File: config.mk
export PLATFORM = sky130hd
export DESIGN_NAME = mono_bitmap_run_length_encoder
export DESIGN_NICKNAME = d
export VERILOG_FILES = /design/src/hw/rtl/mbrle_pkg.sv /design/src/hw/rtl/mbrle_chunker.sv /design/src/hw/rtl/mono_bitmap_run_length_encoder.sv
export SDC_FILE = /design/constraint.sdc
export NUM_CORES = 1
export LEC_CHECK = 0
export BUFFER_PORTS_ARGS = -buffer_cell sky130_fd_sc_hd__clkbuf_2
export CAP_MARGIN = 20
export CORE_MARGIN = 4
export CORE_UTILIZATION = 49
export CTS_BUF_LIST = sky130_fd_sc_hd__clkbuf_2
export DETAILED_ROUTE_END_ITERATION = 10
export PLACE_DENSITY_LB_ADDON = 0.25
export SETUP_SLACK_MARGIN = 0.02
export SYNTH_ARGS = -nofsm -noshare
export SYNTH_HDL_FRONTEND = slang
export SYNTH_HIERARCHICAL = 1
export SYNTH_SLANG_ARGS = --single-unit
export TNS_END_PERCENT = 50
File: constraint.sdc
create_clock -name clk_i -period 16.3 [get_ports clk_i]
set_input_delay 2.445 -clock clk_i [delete_from_list [all_inputs] [get_ports clk_i]]
set_output_delay 2.445 -clock clk_i [all_outputs]
set_load 0.05 [all_outputs]
File: src/hw/rtl/mbrle_pkg.sv
package mbrle_pkg;

  // Configuration register widths and APB decode
  localparam int unsigned CfgW      = 9;
  localparam int unsigned ApbAddrW  = 3;
  localparam int unsigned ApbDataW  = 32;
  localparam logic ApbSelWidth      = 1'b0;  // paddr[2] selects the register
  localparam logic ApbSelHeight     = 1'b1;

  // Span arithmetic is carried at nine bits, enough for a full 256-pixel line
  localparam int unsigned LenW      = 9;
  localparam int unsigned ChunkW    = 7;
  localparam int unsigned NumChunks = 3;
  localparam logic [LenW-1:0] ChunkMax = LenW'(127);

  // Code bytes
  localparam logic [7:0] CodeNextLine = 8'h80;
  localparam logic [7:0] CodeEnd      = 8'h00;
  localparam logic       FlagClear    = 1'b0;
  localparam logic       FlagSet      = 1'b1;

  // Result slots held for one pixel, drained lowest first
  localparam int unsigned NumSlots  = 8;
  localparam int unsigned SlotAdv   = 0;
  localparam int unsigned SlotClr0  = 1;
  localparam int unsigned SlotSet0  = 4;
  localparam int unsigned SlotEnd   = 7;

  typedef struct packed {
    logic [NumChunks-1:0]              vld;
    logic [NumChunks-1:0][ChunkW-1:0]  len;
  } chunk_set_t;

endpackage

File: src/hw/rtl/mbrle_chunker.sv
module mbrle_chunker (
  input  logic                       en_i,
  input  logic [mbrle_pkg::LenW-1:0] from_i,
  input  logic [mbrle_pkg::LenW-1:0] to_i,
  output mbrle_pkg::chunk_set_t      chunks_o,
  output logic [mbrle_pkg::LenW-1:0] pos_o
);
  import mbrle_pkg::*;

  logic [LenW-1:0] span;
  logic [LenW-1:0] len0, rem0, len1, len2;

  // Split the span into chunks of at most 127
  always_comb begin
    span = (en_i && (to_i > from_i)) ? (to_i - from_i) : '0;
    len0 = (span > ChunkMax) ? ChunkMax : span;
    rem0 = span - len0;
    len1 = (rem0 > ChunkMax) ? ChunkMax : rem0;
    len2 = rem0 - len1;
  end

  assign chunks_o.len[0] = len0[ChunkW-1:0];
  assign chunks_o.len[1] = len1[ChunkW-1:0];
  assign chunks_o.len[2] = len2[ChunkW-1:0];
  assign chunks_o.vld    = {(len2 != '0), (len1 != '0), (len0 != '0)};

  // Coded position moves to the target only when something was coded
  assign pos_o = (span != '0) ? to_i : from_i;

endmodule

File: src/hw/rtl/mono_bitmap_run_length_encoder.sv
// One-bit raster run-length encoder.
// Pixel channel: one pixel_set_i beat per pixel in raster order (in_valid_i/in_ready_o).
// Code channel: one code beat per result with code_byte_o, repeat_count_o and
// last_of_run_o (out_valid_o/out_ready_i); last_of_run_o marks the final code of a pixel.
// APB port: image_width at 0x0, image_height at 0x4, nine bits each, reset to 256.
// A register write restarts the image; write only while the block is idle.
// Path: a pixel lands in the input register on acceptance, is coded from there into the
// code buffer once the buffer has room, and its codes are offered from the code buffer.
// Throughput: one pixel per cycle while pixels cause no codes; a pixel that causes
// n codes (up to six) holds the code buffer until they leave, one code per cycle while the
// receiver is ready, and a following pixel that also causes codes waits for it to drain.
// The one-entry input register and the code buffer let a new pixel be taken while
// codes still wait, so a stalled receiver only backs up pixels once both are full.
// Reset empties both stages, restores the image size and starts at the first pixel.
module mono_bitmap_run_length_encoder #(
  parameter int unsigned MAX_WIDTH  = 256,
  parameter int unsigned MAX_HEIGHT = 256
) (
  input  logic                           clk_i,
  input  logic                           rst_ni,
  input  logic                           psel,
  input  logic                           penable,
  input  logic                           pwrite,
  input  logic [mbrle_pkg::ApbAddrW-1:0] paddr,
  input  logic [mbrle_pkg::ApbDataW-1:0] pwdata,
  output logic [mbrle_pkg::ApbDataW-1:0] prdata,
  output logic                           pready,
  input  logic                           in_valid_i,
  output logic                           in_ready_o,
  input  logic                           pixel_set_i,
  output logic                           out_valid_o,
  input  logic                           out_ready_i,
  output logic [7:0]                     code_byte_o,
  output logic [7:0]                     repeat_count_o,
  output logic                           last_of_run_o
);
  import mbrle_pkg::*;

  localparam int unsigned ColW = $clog2(MAX_WIDTH);
  localparam int unsigned RowW = (MAX_HEIGHT > 1) ? $clog2(MAX_HEIGHT) : 1;
  localparam int unsigned CcW  = ColW + 1;
  localparam logic [CfgW-1:0] MaxW = CfgW'(MAX_WIDTH);
  localparam logic [CfgW-1:0] MaxH = CfgW'(MAX_HEIGHT);

  // Configuration registers
  logic [CfgW-1:0] width_q, height_q;
  logic            cfg_wr;

  assign pready = 1'b1;
  assign cfg_wr = psel && penable && pwrite;

  always_ff @(posedge clk_i or negedge rst_ni) begin
    if (!rst_ni) begin
      width_q  <= CfgW'(256);
      height_q <= CfgW'(256);
    end else if (cfg_wr) begin
      if (paddr[2] == ApbSelWidth) begin
        width_q <= pwdata[CfgW-1:0];
      end else begin
        height_q <= pwdata[CfgW-1:0];
      end
    end
  end

  assign prdata = (paddr[2] == ApbSelHeight) ? ApbDataW'(height_q) : ApbDataW'(width_q);

  // Clamp sizes: zero acts as one, oversize acts as the maximum
  logic [CfgW-1:0] width_eff, height_eff;
  assign width_eff  = (width_q == '0) ? CfgW'(1) : ((width_q > MaxW) ? MaxW : width_q);
  assign height_eff = (height_q == '0) ? CfgW'(1) : ((height_q > MaxH) ? MaxH : height_q);

  // Input register
  logic in_vld_q, pix_q, fire;

  assign in_ready_o = !in_vld_q || fire;

  always_ff @(posedge clk_i or negedge rst_ni) begin
    if (!rst_ni) begin
      in_vld_q <= 1'b0;
    end else if (in_ready_o) begin
      in_vld_q <= in_valid_i;
    end
  end

  always_ff @(posedge clk_i) begin
    if (in_valid_i && in_ready_o) begin
      pix_q <= pixel_set_i;
    end
  end

  // Position state
  logic [ColW-1:0] column_q, column_d;
  logic [RowW-1:0] row_q, row_d, coded_row_q, coded_row_d;
  logic [CcW-1:0]  coded_column_q, coded_column_d;
  logic            in_set_run_q, in_set_run_d;

  logic [LenW-1:0] col9, row9, cc1, cc2, cc3, set_to;
  logic            last_col, last_row, run_start, do_adv, set_en, img_end;
  chunk_set_t      clr_chunks, set_chunks;
  logic [NumSlots-1:0] new_mask;

  always_comb begin
    col9      = LenW'(column_q);
    row9      = LenW'(row_q);
    last_col  = (col9 + LenW'(1)) >= width_eff;
    last_row  = (row9 + LenW'(1)) >= height_eff;
    run_start = pix_q && !in_set_run_q;
    do_adv    = run_start && (row_q > coded_row_q);
    cc1       = do_adv ? '0 : LenW'(coded_column_q);
    set_en    = (pix_q && last_col) || (!pix_q && in_set_run_q);
    set_to    = pix_q ? (col9 + LenW'(1)) : col9;
    img_end   = last_col && last_row;
  end

  // Clear gap before a new set run
  mbrle_chunker u_clr_chunker (
    .en_i     (run_start),
    .from_i   (cc1),
    .to_i     (col9),
    .chunks_o (clr_chunks),
    .pos_o    (cc2)
  );

  // Set run closing on a clear pixel or at line end
  mbrle_chunker u_set_chunker (
    .en_i     (set_en),
    .from_i   (cc2),
    .to_i     (set_to),
    .chunks_o (set_chunks),
    .pos_o    (cc3)
  );

  assign new_mask = {img_end, set_chunks.vld, clr_chunks.vld, do_adv};

  // Advance position
  always_comb begin
    column_d       = last_col ? '0 : (column_q + ColW'(1));
    row_d          = row_q;
    coded_column_d = CcW'(cc3);
    coded_row_d    = do_adv ? row_q : coded_row_q;
    in_set_run_d   = pix_q && !last_col;
    if (last_col) begin
      row_d = row_q + RowW'(1);
    end
    if (img_end) begin
      row_d          = '0;
      coded_column_d = '0;
      coded_row_d    = '0;
      in_set_run_d   = 1'b0;
    end
  end

  always_ff @(posedge clk_i or negedge rst_ni) begin
    if (!rst_ni) begin
      column_q       <= '0;
      row_q          <= '0;
      coded_column_q <= '0;
      coded_row_q    <= '0;
      in_set_run_q   <= 1'b0;
    end else if (cfg_wr) begin
      column_q       <= '0;
      row_q          <= '0;
      coded_column_q <= '0;
      coded_row_q    <= '0;
      in_set_run_q   <= 1'b0;
    end else if (fire) begin
      column_q       <= column_d;
      row_q          <= row_d;
      coded_column_q <= coded_column_d;
      coded_row_q    <= coded_row_d;
      in_set_run_q   <= in_set_run_d;
    end
  end

  // Code buffer: one slot per possible code of a pixel
  logic [NumSlots-1:0] mask_q, mask_d, mask_rest;
  logic [7:0]          adv_cnt_q;
  chunk_set_t          clr_q, set_q;
  logic                out_fire, buf_free, load;

  assign mask_rest = mask_q & (mask_q - NumSlots'(1));
  assign out_valid_o = (mask_q != '0);
  assign out_fire = out_valid_o && out_ready_i;
  assign buf_free = (mask_q == '0) || (out_ready_i && (mask_rest == '0));
  assign fire     = in_vld_q && ((new_mask == '0) || buf_free);
  assign load     = fire && (new_mask != '0);

  always_comb begin
    mask_d = mask_q;
    if (load) begin
      mask_d = new_mask;
    end else if (out_fire) begin
      mask_d = mask_rest;
    end
  end

  always_ff @(posedge clk_i or negedge rst_ni) begin
    if (!rst_ni) begin
      mask_q <= '0;
    end else begin
      mask_q <= mask_d;
    end
  end

  always_ff @(posedge clk_i) begin
    if (load) begin
      adv_cnt_q <= 8'(row_q - coded_row_q);
      clr_q     <= clr_chunks;
      set_q     <= set_chunks;
    end
  end

  // Offer the lowest pending slot
  logic [NumSlots-1:0][7:0] slot_code;
  logic [NumSlots-1:0][7:0] slot_cnt;

  always_comb begin
    slot_code = '0;
    slot_cnt  = '0;
    slot_code[SlotAdv] = CodeNextLine;
    slot_cnt[SlotAdv]  = adv_cnt_q;
    for (int k = 0; k < NumChunks; k++) begin
      slot_code[SlotClr0 + k] = {FlagClear, clr_q.len[k]};
      slot_cnt[SlotClr0 + k]  = 8'd1;
      slot_code[SlotSet0 + k] = {FlagSet, set_q.len[k]};
      slot_cnt[SlotSet0 + k]  = 8'd1;
    end
    slot_code[SlotEnd] = CodeEnd;
    slot_cnt[SlotEnd]  = 8'd1;
  end

  always_comb begin
    code_byte_o    = CodeEnd;
    repeat_count_o = 8'd1;
    for (int k = NumSlots - 1; k >= 0; k--) begin
      if (mask_q[k]) begin
        code_byte_o    = slot_code[k];
        repeat_count_o = slot_cnt[k];
      end
    end
  end

  assign last_of_run_o = (mask_rest == '0);

  // Checks
  a_coded_row_behind: assert property (@(posedge clk_i) disable iff (!rst_ni)
    coded_row_q <= row_q)
    else $error("coded row ran ahead of current row");

  a_stall_keeps_codes: assert property (@(posedge clk_i) disable iff (!rst_ni)
    (out_valid_o && !out_ready_i) |=> (mask_q != '0))
    else $error("pending codes lost during receiver stall");

  a_line_end_closes_run: assert property (@(posedge clk_i) disable iff (!rst_ni)
    (fire && last_col) |=> !in_set_run_q)
    else $error("set run left open across line end");

endmodule

==> flow_metrics.env <==
export IMPL_synth_seq_cells=112
export IMPL_htreeDepth=3
export IMPL_synth_yosys_warnings=6
export IMPL_gr_usage_all_layers=0.198
export IMPL_hp_class="register to register"
export IMPL_end_kind="output pin"
export IMPL_avgViaCountPerCell=5.86
export IMPL_cpPeakStageDelay_ns=0.61
export IMPL_maxCapViolCount=0
export IMPL_dieWidth_um=144
export IMPL_core_area_mm2=0.0181
export IMPL_die_area_mm2=0.0208
export IMPL_ys_flop_type="dfrtp_1"
export IMPL_synth_cell_type_count=87
export IMPL_drt_initial_drc_count=416
export IMPL_insertion_delay_ns=0.67
export IMPL_grt_pass1_vias=6658
export IMPL_cts_setup_buffers=0
export IMPL_synth_edf_count=51
export IMPL_cp_required_ns=13.86
export IMPL_fillers=1721
export IMPL_ys_async_sr_fraction=0.545
export IMPL_yosysTopAreaCellShare=0.168
export IMPL_die_h_um=144
export IMPL_drive_gt1_frac=0.171
export IMPL_synth_common_cells="nand2_1 (82), nor2_1 (65), dfrtp_1 (59)"
export IMPL_drtPass1Iterations=4
export IMPL_synth_top_family_by_area="simple AND/OR/NAND/NOR gates"
export IMPL_numCtsBuffers=9
export IMPL_synth_fa_ha_area_frac=0.0764
export IMPL_synth_xor_area_share=0.0433
export IMPL_root_buffer="clkbuf_2"
export IMPL_hold_viol_final=0
export IMPL_wl_um=20200
export IMPL_synth_compound_area_frac=0.194
export IMPL_num_io_pins=95
export IMPL_preCtsSetupSlack_ns=2.96
export IMPL_synth_most_common_cell="nand2_1"
export IMPL_place_hpwl_um=15100
export IMPL_cts_repair_resized=0
export IMPL_yosys_area_top_type="edfxtp_1"
export IMPL_postSynthCellCount=974
export IMPL_hold_buffers=0
export IMPL_rsz0062_at_grt="false"
export IMPL_fmax_mhz=69.8
export IMPL_wl_per_cell_um=16.6
export IMPL_yosys_area_share_simple=0.209
export IMPL_clkTransAtPathRegs_ns=0.36
export IMPL_tightest_slew_ns=0.864
export IMPL_grt_max_degree=62
export IMPL_grt_pass1_wl_um=33600
export IMPL_final_max_slew_viol_count=0
export IMPL_crit_fanout=18
export IMPL_grt_overflow_total=0
export IMPL_ant_nets=0
export IMPL_synth_seq_area_share=0.336
export IMPL_fin_nets=1079
export IMPL_critical_path_arrival_ns=11.87
export IMPL_final_setup_viol_count=0
export IMPL_antenna_found_initial=1
export IMPL_max_clock_path_buffers=2
export IMPL_initial_core_util=0.502
export IMPL_finalCritPeriodShare=0.878
export IMPL_setup_tns_ns=0
export IMPL_synthTopCellsByArea="edfxtp_1 (17%), dfrtp_1 (16%), ha_1 (6.9%), mux2_2 (5.9%), nand2_1 (3.4%)"
export IMPL_placementRows=49
export IMPL_clock_skew_ns=0.0484
export IMPL_synth_area_mm2=0.00911
export IMPL_num_vias=7139
export IMPL_cts_tree="yes"
export IMPL_drcViolationCount=0
export IMPL_cts_sinks=112
export IMPL_muxShareOfSynthArea=0.0736
export IMPL_worst_path_max_delay_cell="o211ai_2"
export IMPL_numPortBuffers=45
export IMPL_worstSetupStartpointType="register"
export IMPL_min_period_ns=14.32
export IMPL_place_congestion=0.837
export IMPL_syn_to_final_growth_pct=3.60
export IMPL_slew_limit_headroom=0.409
export IMPL_timing_final_ws_setup_ns=1.98
export IMPL_status="completed"
export IMPL_cpMostUsedCell="ha_1"
export IMPL_critPathKind="register to output pin"
export IMPL_syn_avg_cell_area_um2=9.35
## flip-flops by register name (all words and copies together), names as in the netlist, 8 cells and up
signal          flops
clr_q              21
column_q            8
adv_cnt_q           8
width_q             9
mask_q              8
row_q               8
coded_column_q      9
height_q            9
coded_row_q         8
set_q              21
## path summary, 6_finish.rpt
path                                        start                end  slack, ns  depth (start not counted)
worst min register to register  coded_column_q[3]  coded_column_q[3]       0.54                          1
worst max register to register           row_q[0]           clr_q[6]       4.53                         41
worst max-delay path                     row_q[0]         in_ready_o       1.98                         42
min in group asynchronous                  rst_ni         width_q[3]       1.86                          2
worst min-delay path            coded_column_q[3]  coded_column_q[3]       0.54                          1
max in group asynchronous                  rst_ni          mask_q[5]      13.87                          2
## logic make-up (layout without fill, tap and decap cells)
| family | count (synthesis) | in the layout |
|---|---|---|
| AND/OR/NAND/NOR | 347 | 347 |
| AO/OA/AOI/OAI | 235 | 235 |
| buffers and inverters | 118 | 108 |
| flip-flops | 112 | 112 |
| multiplexers | 61 | 61 |
| adder cells (fa/ha/maj) | 54 | 54 |
| XOR/XNOR | 45 | 45 |
| other | 2 | 27 |
## final cells by class
type	instances	area, µm²	share of cell area
Antenna cell	1	2.50	0.000265
Inverter	44	165	0.0175
Multi-Input combinational cell	768	5530	0.586
Timing Repair Buffer	48	248	0.0263
Tap cell	229	287	0.0304
Clock inverter	7	98.8	0.0105
Sequential cell	112	3060	0.324
Clock buffer	9	45.0	0.00477
## layout by cell type (no fill, tap or decap), drive strengths merged, types with 5 or more instances in the layout
| cell | Yosys | final |
|---|---|---|
| a211oi | 18 | 18 |
| a21o | 14 | 14 |
| a21oi | 66 | 66 |
| a221oi | 9 | 9 |
| a22o | 26 | 26 |
| a32o | 5 | 5 |
| and2 | 21 | 21 |
| and3 | 20 | 20 |
| and4b | 5 | 5 |
| clkbuf | 24 | 54 |
| conb | 2 | 26 |
| dfrtp | 59 | 59 |
| edfxtp | 51 | 51 |
| ha | 50 | 50 |
| inv | 42 | 45 |
| mux2 | 48 | 48 |
| mux2i | 13 | 13 |
| nand2 | 82 | 82 |
| nand2b | 14 | 14 |
| nand3 | 25 | 25 |
| nand3b | 8 | 8 |
| nand4 | 7 | 7 |
| nand4b | 6 | 6 |
| nor2 | 69 | 69 |
| nor2b | 15 | 15 |
| nor3 | 28 | 28 |
| nor3b | 7 | 7 |
| nor4 | 11 | 11 |
| o21ai | 38 | 38 |
| o22ai | 5 | 5 |
| or2 | 10 | 10 |
| or3 | 8 | 8 |
| xnor2 | 25 | 25 |
| xor2 | 20 | 20 |
## layer usage
metal  up-vias  routed length (µm)  GRT usage
li1       3560                   -          -
met1      3420                9700      0.278
met2       144                9560      0.329
met3        15                 785     0.0291
met4         0                 180     0.0358
met5         -                   0          0
## stage by stage
stage,instance area (µm²),hold slack [ns],std cells,util
after global routing,9430,0.548,1218,0.520
final,9430,0.539,1218,0.520
after CTS,9430,0.540,1217,0.520
after detailed placement,9290,0.477,1201,0.512
after floorplan,9200,0.458,998,-
after global placement,9290,0.475,1201,0.512
## worst max-delay path, delay by kind of cell (launching register included)
family | cells | cell delay [ns]
AO/OA/AOI/OAI | 13 | 3.59
buffers and inverters | 6 | 0.87
multiplexers | 2 | 0.52
adder cells (fa/ha/maj) | 7 | 2.44
flip-flops | 1 | 0.54
AND/OR/NAND/NOR | 14 | 3.23
Power is not shown: default switching activity piles up to over one toggle a cycle in this logic, so the estimate is an artifact.
